<file path="config.mk">
export PLATFORM = sky130hd
export DESIGN_NAME = http_chunked_body_decoder
export DESIGN_NICKNAME = d
export VERILOG_FILES = /design/src/rtl/hcbd_pkg.sv /design/src/rtl/hcbd_parser.sv /design/src/rtl/http_chunked_body_decoder.sv
export SDC_FILE = /design/constraint.sdc
export NUM_CORES = 1
export LEC_CHECK = 0
export BUFFER_PORTS_ARGS = -buffer_cell sky130_fd_sc_hd__buf_2
export CAP_MARGIN = 20
export CORE_ASPECT_RATIO = 2
export CORE_MARGIN = 3
export CORE_UTILIZATION = 65
export DETAILED_ROUTE_END_ITERATION = 8
export GPL_TIMING_DRIVEN = 0
export HOLD_SLACK_MARGIN = 0.02
export PLACE_DENSITY = 0.95
export SYNTH_ARGS = -nofsm -noshare
export SYNTH_HDL_FRONTEND = slang
export SYNTH_SLANG_ARGS = --single-unit
</file>
<file path="constraint.sdc">
create_clock -name clk -period 8.97 [get_ports clk]
set_clock_uncertainty 0.15 [all_clocks]
set_input_delay 0.4485 -clock clk [delete_from_list [all_inputs] [get_ports clk]]
set_output_delay 0.4485 -clock clk [all_outputs]
set_load 0.02 [all_outputs]
</file>
<file path="src/rtl/hcbd_pkg.sv">
// shared types, constants and helpers for the chunked body decoder
package hcbd_pkg;

  localparam int unsigned COUNT_WIDTH_DEF = 24;
  localparam int unsigned CFG_WIDTH       = 24;
  localparam logic [CFG_WIDTH-1:0] MAX_CHUNK_RESET = 24'h10_0000;

  localparam logic [7:0] CH_CR = 8'h0D;
  localparam logic [7:0] CH_LF = 8'h0A;

  localparam logic [1:0] KIND_PAYLOAD = 2'd0;
  localparam logic [1:0] KIND_DONE    = 2'd1;
  localparam logic [1:0] KIND_BAD     = 2'd2;
  localparam logic [1:0] KIND_UNUSED  = 2'd3;

  typedef enum logic [2:0] {
    PH_SIZE_FIRST,
    PH_SIZE_DIGITS,
    PH_SIZE_EXT,
    PH_SIZE_LF,
    PH_DATA,
    PH_DATA_CR,
    PH_DATA_LF,
    PH_ENDED
  } phase_t;

  typedef struct packed {
    logic       vld;
    logic [7:0] data;
    logic [1:0] kind;
  } res_t;

  // bit 4 set means not a hex digit
  function automatic logic [4:0] hex_value(input logic [7:0] c);
    logic [4:0] v;
    v = 5'h10;
    case (c) inside
      [8'h30:8'h39]: v = 5'(c - 8'h30);
      [8'h41:8'h46]: v = 5'(c - 8'h41 + 8'd10);
      [8'h61:8'h66]: v = 5'(c - 8'h61 + 8'd10);
      default:       v = 5'h10;
    endcase
    return v;
  endfunction

endpackage

</file>
<file path="src/rtl/hcbd_parser.sv">
// byte-wise chunk framing state machine with size and count registers
module hcbd_parser
  import hcbd_pkg::*;
#(
  parameter int unsigned COUNT_WIDTH = COUNT_WIDTH_DEF
) (
  input  logic                 clk,
  input  logic                 rst_n,
  input  logic                 accept,
  input  logic [7:0]           data_byte,
  input  logic                 new_body,
  input  logic [CFG_WIDTH-1:0] max_chunk,
  output res_t                 res,
  output phase_t               phase
);

  localparam int unsigned CMPW = (COUNT_WIDTH + 4 > CFG_WIDTH) ? COUNT_WIDTH + 4 : CFG_WIDTH;

  phase_t                 phase_r, phase_nxt, ph;
  logic [COUNT_WIDTH-1:0] accum_r, accum_nxt, accum_eff, acc_base;
  logic [COUNT_WIDTH-1:0] left_r, left_nxt, left_dec;
  logic [COUNT_WIDTH+3:0] v;
  logic [4:0]             d;
  logic                   is_hex, add_ok;

  assign phase = phase_r;

  // a new body restarts parsing on this very byte
  assign ph        = new_body ? PH_SIZE_FIRST : phase_r;
  assign accum_eff = new_body ? '0 : accum_r;
  assign acc_base  = (ph == PH_SIZE_FIRST) ? '0 : accum_eff;
  assign d         = hex_value(data_byte);
  assign is_hex    = ~d[4];
  assign v         = {acc_base, d[3:0]};
  assign add_ok    = (v[COUNT_WIDTH+3:COUNT_WIDTH] == 4'd0) &&
                     (CMPW'(v) <= CMPW'(max_chunk));
  assign left_dec  = left_r - COUNT_WIDTH'(1);

  // next state
  always_comb begin
    phase_nxt = phase_r;
    accum_nxt = accum_r;
    left_nxt  = left_r;
    if (accept) begin
      phase_nxt = ph;
      accum_nxt = accum_eff;
      if (new_body) begin
        left_nxt = '0;
      end
      case (ph)
        PH_SIZE_FIRST: begin
          if (is_hex && add_ok) begin
            accum_nxt = v[COUNT_WIDTH-1:0];
            phase_nxt = PH_SIZE_DIGITS;
          end else begin
            accum_nxt = '0;
            phase_nxt = PH_ENDED;
          end
        end
        PH_SIZE_DIGITS: begin
          if (data_byte == CH_CR) begin
            phase_nxt = PH_SIZE_LF;
          end else if (!is_hex) begin
            phase_nxt = PH_SIZE_EXT;
          end else if (add_ok) begin
            accum_nxt = v[COUNT_WIDTH-1:0];
          end else begin
            phase_nxt = PH_ENDED;
          end
        end
        PH_SIZE_EXT: begin
          if (data_byte == CH_CR) phase_nxt = PH_SIZE_LF;
        end
        PH_SIZE_LF: begin
          if (data_byte != CH_LF || accum_eff == '0) begin
            phase_nxt = PH_ENDED;
          end else begin
            left_nxt  = accum_eff;
            accum_nxt = '0;
            phase_nxt = PH_DATA;
          end
        end
        PH_DATA: begin
          left_nxt = left_dec;
          if (left_dec == '0) phase_nxt = PH_DATA_CR;
        end
        PH_DATA_CR: begin
          phase_nxt = (data_byte == CH_CR) ? PH_DATA_LF : PH_ENDED;
        end
        PH_DATA_LF: begin
          phase_nxt = (data_byte == CH_LF) ? PH_SIZE_FIRST : PH_ENDED;
        end
        default: phase_nxt = PH_ENDED;
      endcase
    end
  end

  // result for the accepted byte
  always_comb begin
    res = '{vld: 1'b0, data: 8'd0, kind: KIND_PAYLOAD};
    if (accept) begin
      case (ph)
        PH_SIZE_FIRST: begin
          if (!(is_hex && add_ok)) res = '{vld: 1'b1, data: 8'd0, kind: KIND_BAD};
        end
        PH_SIZE_DIGITS: begin
          if (data_byte != CH_CR && is_hex && !add_ok) begin
            res = '{vld: 1'b1, data: 8'd0, kind: KIND_BAD};
          end
        end
        PH_SIZE_LF: begin
          if (data_byte != CH_LF) begin
            res = '{vld: 1'b1, data: 8'd0, kind: KIND_BAD};
          end else if (accum_eff == '0) begin
            res = '{vld: 1'b1, data: 8'd0, kind: KIND_DONE};
          end
        end
        PH_DATA: res = '{vld: 1'b1, data: data_byte, kind: KIND_PAYLOAD};
        PH_DATA_CR: begin
          if (data_byte != CH_CR) res = '{vld: 1'b1, data: 8'd0, kind: KIND_BAD};
        end
        PH_DATA_LF: begin
          if (data_byte != CH_LF) res = '{vld: 1'b1, data: 8'd0, kind: KIND_BAD};
        end
        default: res = '{vld: 1'b0, data: 8'd0, kind: KIND_PAYLOAD};
      endcase
    end
  end

  always_ff @(posedge clk) begin
    if (!rst_n) begin
      phase_r <= PH_SIZE_FIRST;
      accum_r <= '0;
      left_r  <= '0;
    end else begin
      phase_r <= phase_nxt;
      accum_r <= accum_nxt;
      left_r  <= left_nxt;
    end
  end

endmodule

</file>
<file path="src/rtl/http_chunked_body_decoder.sv">
// chunked http body decoder: one byte in, zero or one result out
// a result is registered in out_r before it shows on out_*, via the skid entry under an output stall
// throughput: one byte per cycle with the skid empty; the parser state register is the only loop
// in_tready falls only while the skid entry holds a result that arrived under an output stall
// reset (rst_n low, synchronous) clears the parser, empties the output and sets the limit to 1048576
module http_chunked_body_decoder
  import hcbd_pkg::*;
#(
  parameter int unsigned COUNT_WIDTH = COUNT_WIDTH_DEF
) (
  input  logic                 clk,
  input  logic                 rst_n,
  input  logic                 in_tvalid,
  output logic                 in_tready,
  input  logic [7:0]           in_tdata,   // [7:0] data_byte
  input  logic                 in_tuser,   // [0] new_body
  output logic                 out_tvalid,
  input  logic                 out_tready,
  output logic [7:0]           out_tdata,  // [7:0] out_byte
  output logic [1:0]           out_tuser,  // [1:0] kind
  input  logic                 cfg_we,
  input  logic [CFG_WIDTH-1:0] cfg_wdata   // max_chunk_size
);

  logic [CFG_WIDTH-1:0] max_chunk_r;
  res_t                 res, out_r, out_nxt, skid_r, skid_nxt;
  phase_t               phase;
  logic                 in_xfer;

  assign in_tready = ~skid_r.vld;
  assign in_xfer   = in_tvalid & in_tready;

  hcbd_parser #(
    .COUNT_WIDTH(COUNT_WIDTH)
  ) u_parser (
    .clk       (clk),
    .rst_n     (rst_n),
    .accept    (in_xfer),
    .data_byte (in_tdata),
    .new_body  (in_tuser),
    .max_chunk (max_chunk_r),
    .res       (res),
    .phase     (phase)
  );

  always_ff @(posedge clk) begin
    if (!rst_n) begin
      max_chunk_r <= MAX_CHUNK_RESET;
    end else if (cfg_we) begin
      max_chunk_r <= cfg_wdata;
    end
  end

  // skid only fills when the output register is stalled
  always_comb begin
    out_nxt  = out_r;
    skid_nxt = skid_r;
    if (!out_r.vld || out_tready) begin
      if (skid_r.vld) begin
        out_nxt      = skid_r;
        skid_nxt.vld = 1'b0;
      end else begin
        out_nxt = res;
      end
    end else if (res.vld) begin
      skid_nxt = res;
    end
  end

  always_ff @(posedge clk) begin
    if (!rst_n) begin
      out_r.vld  <= 1'b0;
      skid_r.vld <= 1'b0;
    end else begin
      out_r.vld  <= out_nxt.vld;
      skid_r.vld <= skid_nxt.vld;
    end
    out_r.data  <= out_nxt.data;
    out_r.kind  <= out_nxt.kind;
    skid_r.data <= skid_nxt.data;
    skid_r.kind <= skid_nxt.kind;
  end

  assign out_tvalid = out_r.vld;
  assign out_tdata  = out_r.data;
  assign out_tuser  = out_r.kind;

  a_skid_behind_out: assert property (@(posedge clk) disable iff (!rst_n)
    skid_r.vld |-> out_r.vld)
    else $error("skid entry held while output register empty");

  a_end_goes_idle: assert property (@(posedge clk) disable iff (!rst_n)
    (res.vld && res.kind != KIND_PAYLOAD) |=> phase == PH_ENDED)
    else $error("parser not stopped after completion or error");

  a_no_result_when_ended: assert property (@(posedge clk) disable iff (!rst_n)
    (in_xfer && !in_tuser && phase == PH_ENDED) |-> !res.vld)
    else $error("result produced after body ended");

  a_kind_legal: assert property (@(posedge clk) disable iff (!rst_n)
    out_tvalid |-> out_tuser != KIND_UNUSED)
    else $error("illegal result kind");

endmodule

</file>
==> reports/metrics.cfg <==
[timing]
finalHoldViolCount = 0
fin_crit_sh = 0.6080
max_freq_ghz = 0.1834
setup_viol = 0
relSlewSlack = 0.3833
fin_setup_tns_ns = 0
rsz0062_at_grt = false
worst_pin_slew_ns = 0.9250
period_needed_ns = 5.454
maxSlewViolCount = 0

[yosys]
synth-simple-area-share = 0.2302
muxShareOfSynthArea = 0.04390
ys_async_sr_fraction = 0
syn_nets = 717
synth.cell_area_um2 = 5700
synthAdderAreaFrac = 0.06585
synth.ff_latch_count = 97
synth_cells = 649
yosysWarnings = 0
syn_avg_cell_area_um2 = 8.783
synth_edf_count = 20
synth.distinct_cells = 66
synth-compound-area-share = 0.2092
synthFlopType = dfxtp_1
seq_area_frac_synth = 0.3758
synth_top_family_by_area = simple AND/OR/NAND/NOR gates
synth-xor-area-share = 0.03073

[power]
p_switching_w = 0.0003133
total_power_w = 0.001048
p_int_w = 0.0007347
switching_share = 0.2990
p_clk_frac = 0.353
peakVddDrop_v = 0.0001469
power_density_nw_per_um2 = 165.2
pwr-share-comb = 0.197
p_leak_nw = 2.627
share_seq_of_total_power = 0.451

[clocking]
postCtsSetupRepairBufs = 0
cts_resized = 0
clkSinkCount = 97
cts_buffer_depth = 2
cts_root_buf = clkbuf_16
cts.clk_slew.worst_paths_ns = 0.07
hold_buffers = 0
cts_tree = done
cts_buffers = 9
clock_latency_ns = 0.35
cts_max_level = 3

[critical_path]
critPathLaunchType = flop
crit_chain = buf_2 -> nor3_1 -> nor2_1 -> clkbuf_1 -> and2_1 -> ha_1 -> nand4_1 -> nor4_1 -> nor2b_1 -> o311ai_0 -> a21boi_0 -> o2111ai_1 -> a21oi_1
setup.worst_path.start = u_parser.phase[2]$_SDFFE_PN0P_
crit_path_top_delay_cell = a21oi_1
cp.arrival_ns = 5.28
cp-end-kind = flop
worstSetupPathType = reg -> reg
critPathRequiredTime_ns = 8.79
cpPeakStageDelay_ns = 0.82
reg2reg_from = u_parser.phase[2]$_SDFFE_PN0P_
crit_buf_inv = 2
cp_max_fo = 10
cp_top_family = compound AO/OA/AOI/OAI gates

[floorplan]
die_x_um = 72.22
die_y_um = 138.4
ioPinCount = 50
die_area_um2 = 9998
rows = 47
start_util = 0.6779
coreArea_um2 = 8409

[route]
wirelength_um = 16320
wl_per_cell_um = 20.14
routed-via-count = 5354
detail-route-antenna-nets = 0
dr.pass1.iters = 6
drt_iter0_drc = 409
drc = 0
vias_per_cell = 6.610

[global_routing]
met1_usage = 0.3469
top_usage_layer = met2
grt_overflow = 0
grt_max_degree = 19
grt_usage = 0.3335
use_met3 = 0.06323
grt_pass1_vias = 5587
antenna_found_initial = 0
grt_pass1_wl_um = 26300
met2_usage = 0.5709

[finish]
final_cell_mix = 82 x nor2_1, 77 x dfxtp_1, 54 x buf_2
drive_gt1_frac = 0.1208
layout_commonest_cell = nor2_1
nNetsFinal = 775
diodes = 0
areaGrowthSynthToFinish_pct = 11.28

[placed_design]
place_hpwl_um = 12720
place.gp.congestion = 0.9812
portBuffers = 46

[min_path]
holdCritPathClass = in -> reg
hp-start = cfg_wdata[20]

[status]
status = finished, final reports clean

[run]
drv_cap = 0

[routing by layer]
layer,routed length (um),share of wire
met1,5777,0.35
met2,8477,0.52
met3,860,0.053
met4,1203,0.074
met5,0,0
[stage by stage]
step / instance area [um^2] / hold slack (ns) / setup slack [ns] / instances / utilization
finish: 6344 / 0.1667 / 3.516 / 810 / 0.7544
CTS: 6339 / 0.1667 / 3.659 / 809 / 0.7538
global placement: 6053 / 0.3180 / 3.440 / 793 / 0.7198
detailed placement: 6053 / 0.3265 / 3.455 / 793 / 0.7198
global route: 6344 / 0.1833 / 3.237 / 810 / 0.7544
floorplan: 5700 / 0.2971 / 4.781 / 649 / -
[state kept, by name (all words and copies together) (netlist names)]
register / flops
u_parser.left_r: 24
skid_r: 11
out_tdata: 8
max_chunk_r: 24
u_parser.phase: 3
out_tvalid: 1
u_parser.accum_r: 24
out_tuser: 2
[kinds of logic after synthesis]
group                    after synthesis
AO/OA/AOI/OAI                        167
AND/OR/NAND/NOR                      245
buffers and inverters                 65
XOR/XNOR                              20
adder cells (fa/ha/maj)               30
multiplexers                          25
flip-flops                            97
[power by group through the flow]
stage | Combinational (W) | Clock, W | Sequential (W)
after floorplan | 0.000144 | 0 | 0.000485
after global placement | 0.000196 | 0 | 0.000481
after detailed placement | 0.000201 | 0 | 0.000482
after CTS | 0.000203 | 0.000373 | 0.000472
after global routing | 0.000226 | 0.000389 | 0.000474
final | 0.000206 | 0.000370 | 0.000472
[cells in the mapped netlist (12+ instances only)]
library cell  instances  area [um^2]
a21oi_1              33        165.2
a22o_1               22        192.7
a22oi_1              18        135.1
and2_1               17        106.4
clkbuf_1             24        90.09
dfxtp_1              77         1541
edfxtp_1             20        600.6
ha_1                 30        375.4
inv_1                31        116.4
mux2i_1              25        250.2
nand2_1              26        97.59
nand2b_1             19        118.9
nor2_1               82        307.8
nor3_1               20        100.1
nor4_1               13        81.33
o21ai_0              26        130.1
o2bb2ai_1            12        105.1
xnor2_1              14        122.6
[tightest hold or removal path: stages]
cell and delay [ns]:
buf_2 0.08, nand2_1 0.04, o211ai_1 0.06
[final timing paths]
| kind | to | cells past startpoint | slack (ns) |
|---|---|---|---|
| min | max_chunk_r[20]$_SDFFE_PN1P_ | 3 | 0.17 |
| max reg2reg | skid_r[4]$_DFFE_PP_ | 13 | 3.52 |
| min reg2reg | u_parser.accum_r[1]$_SDFFE_PN0P_ | 1 | 0.35 |
| max | skid_r[4]$_DFFE_PP_ | 13 | 3.52 |
[area by class of cell]
cell class | instances | area, um^2
Tap cell | 98 | 122.6
Timing Repair Buffer | 47 | 235.2
Buffer | 34 | 136.4
Clock inverter | 7 | 60.06
Inverter | 31 | 116.4
Fill cell | 619 | 2066
Clock buffer | 9 | 225.2
Multi-Input combinational cell | 487 | 3306
Sequential cell | 97 | 2142
(Power assumes the default switching activity.)
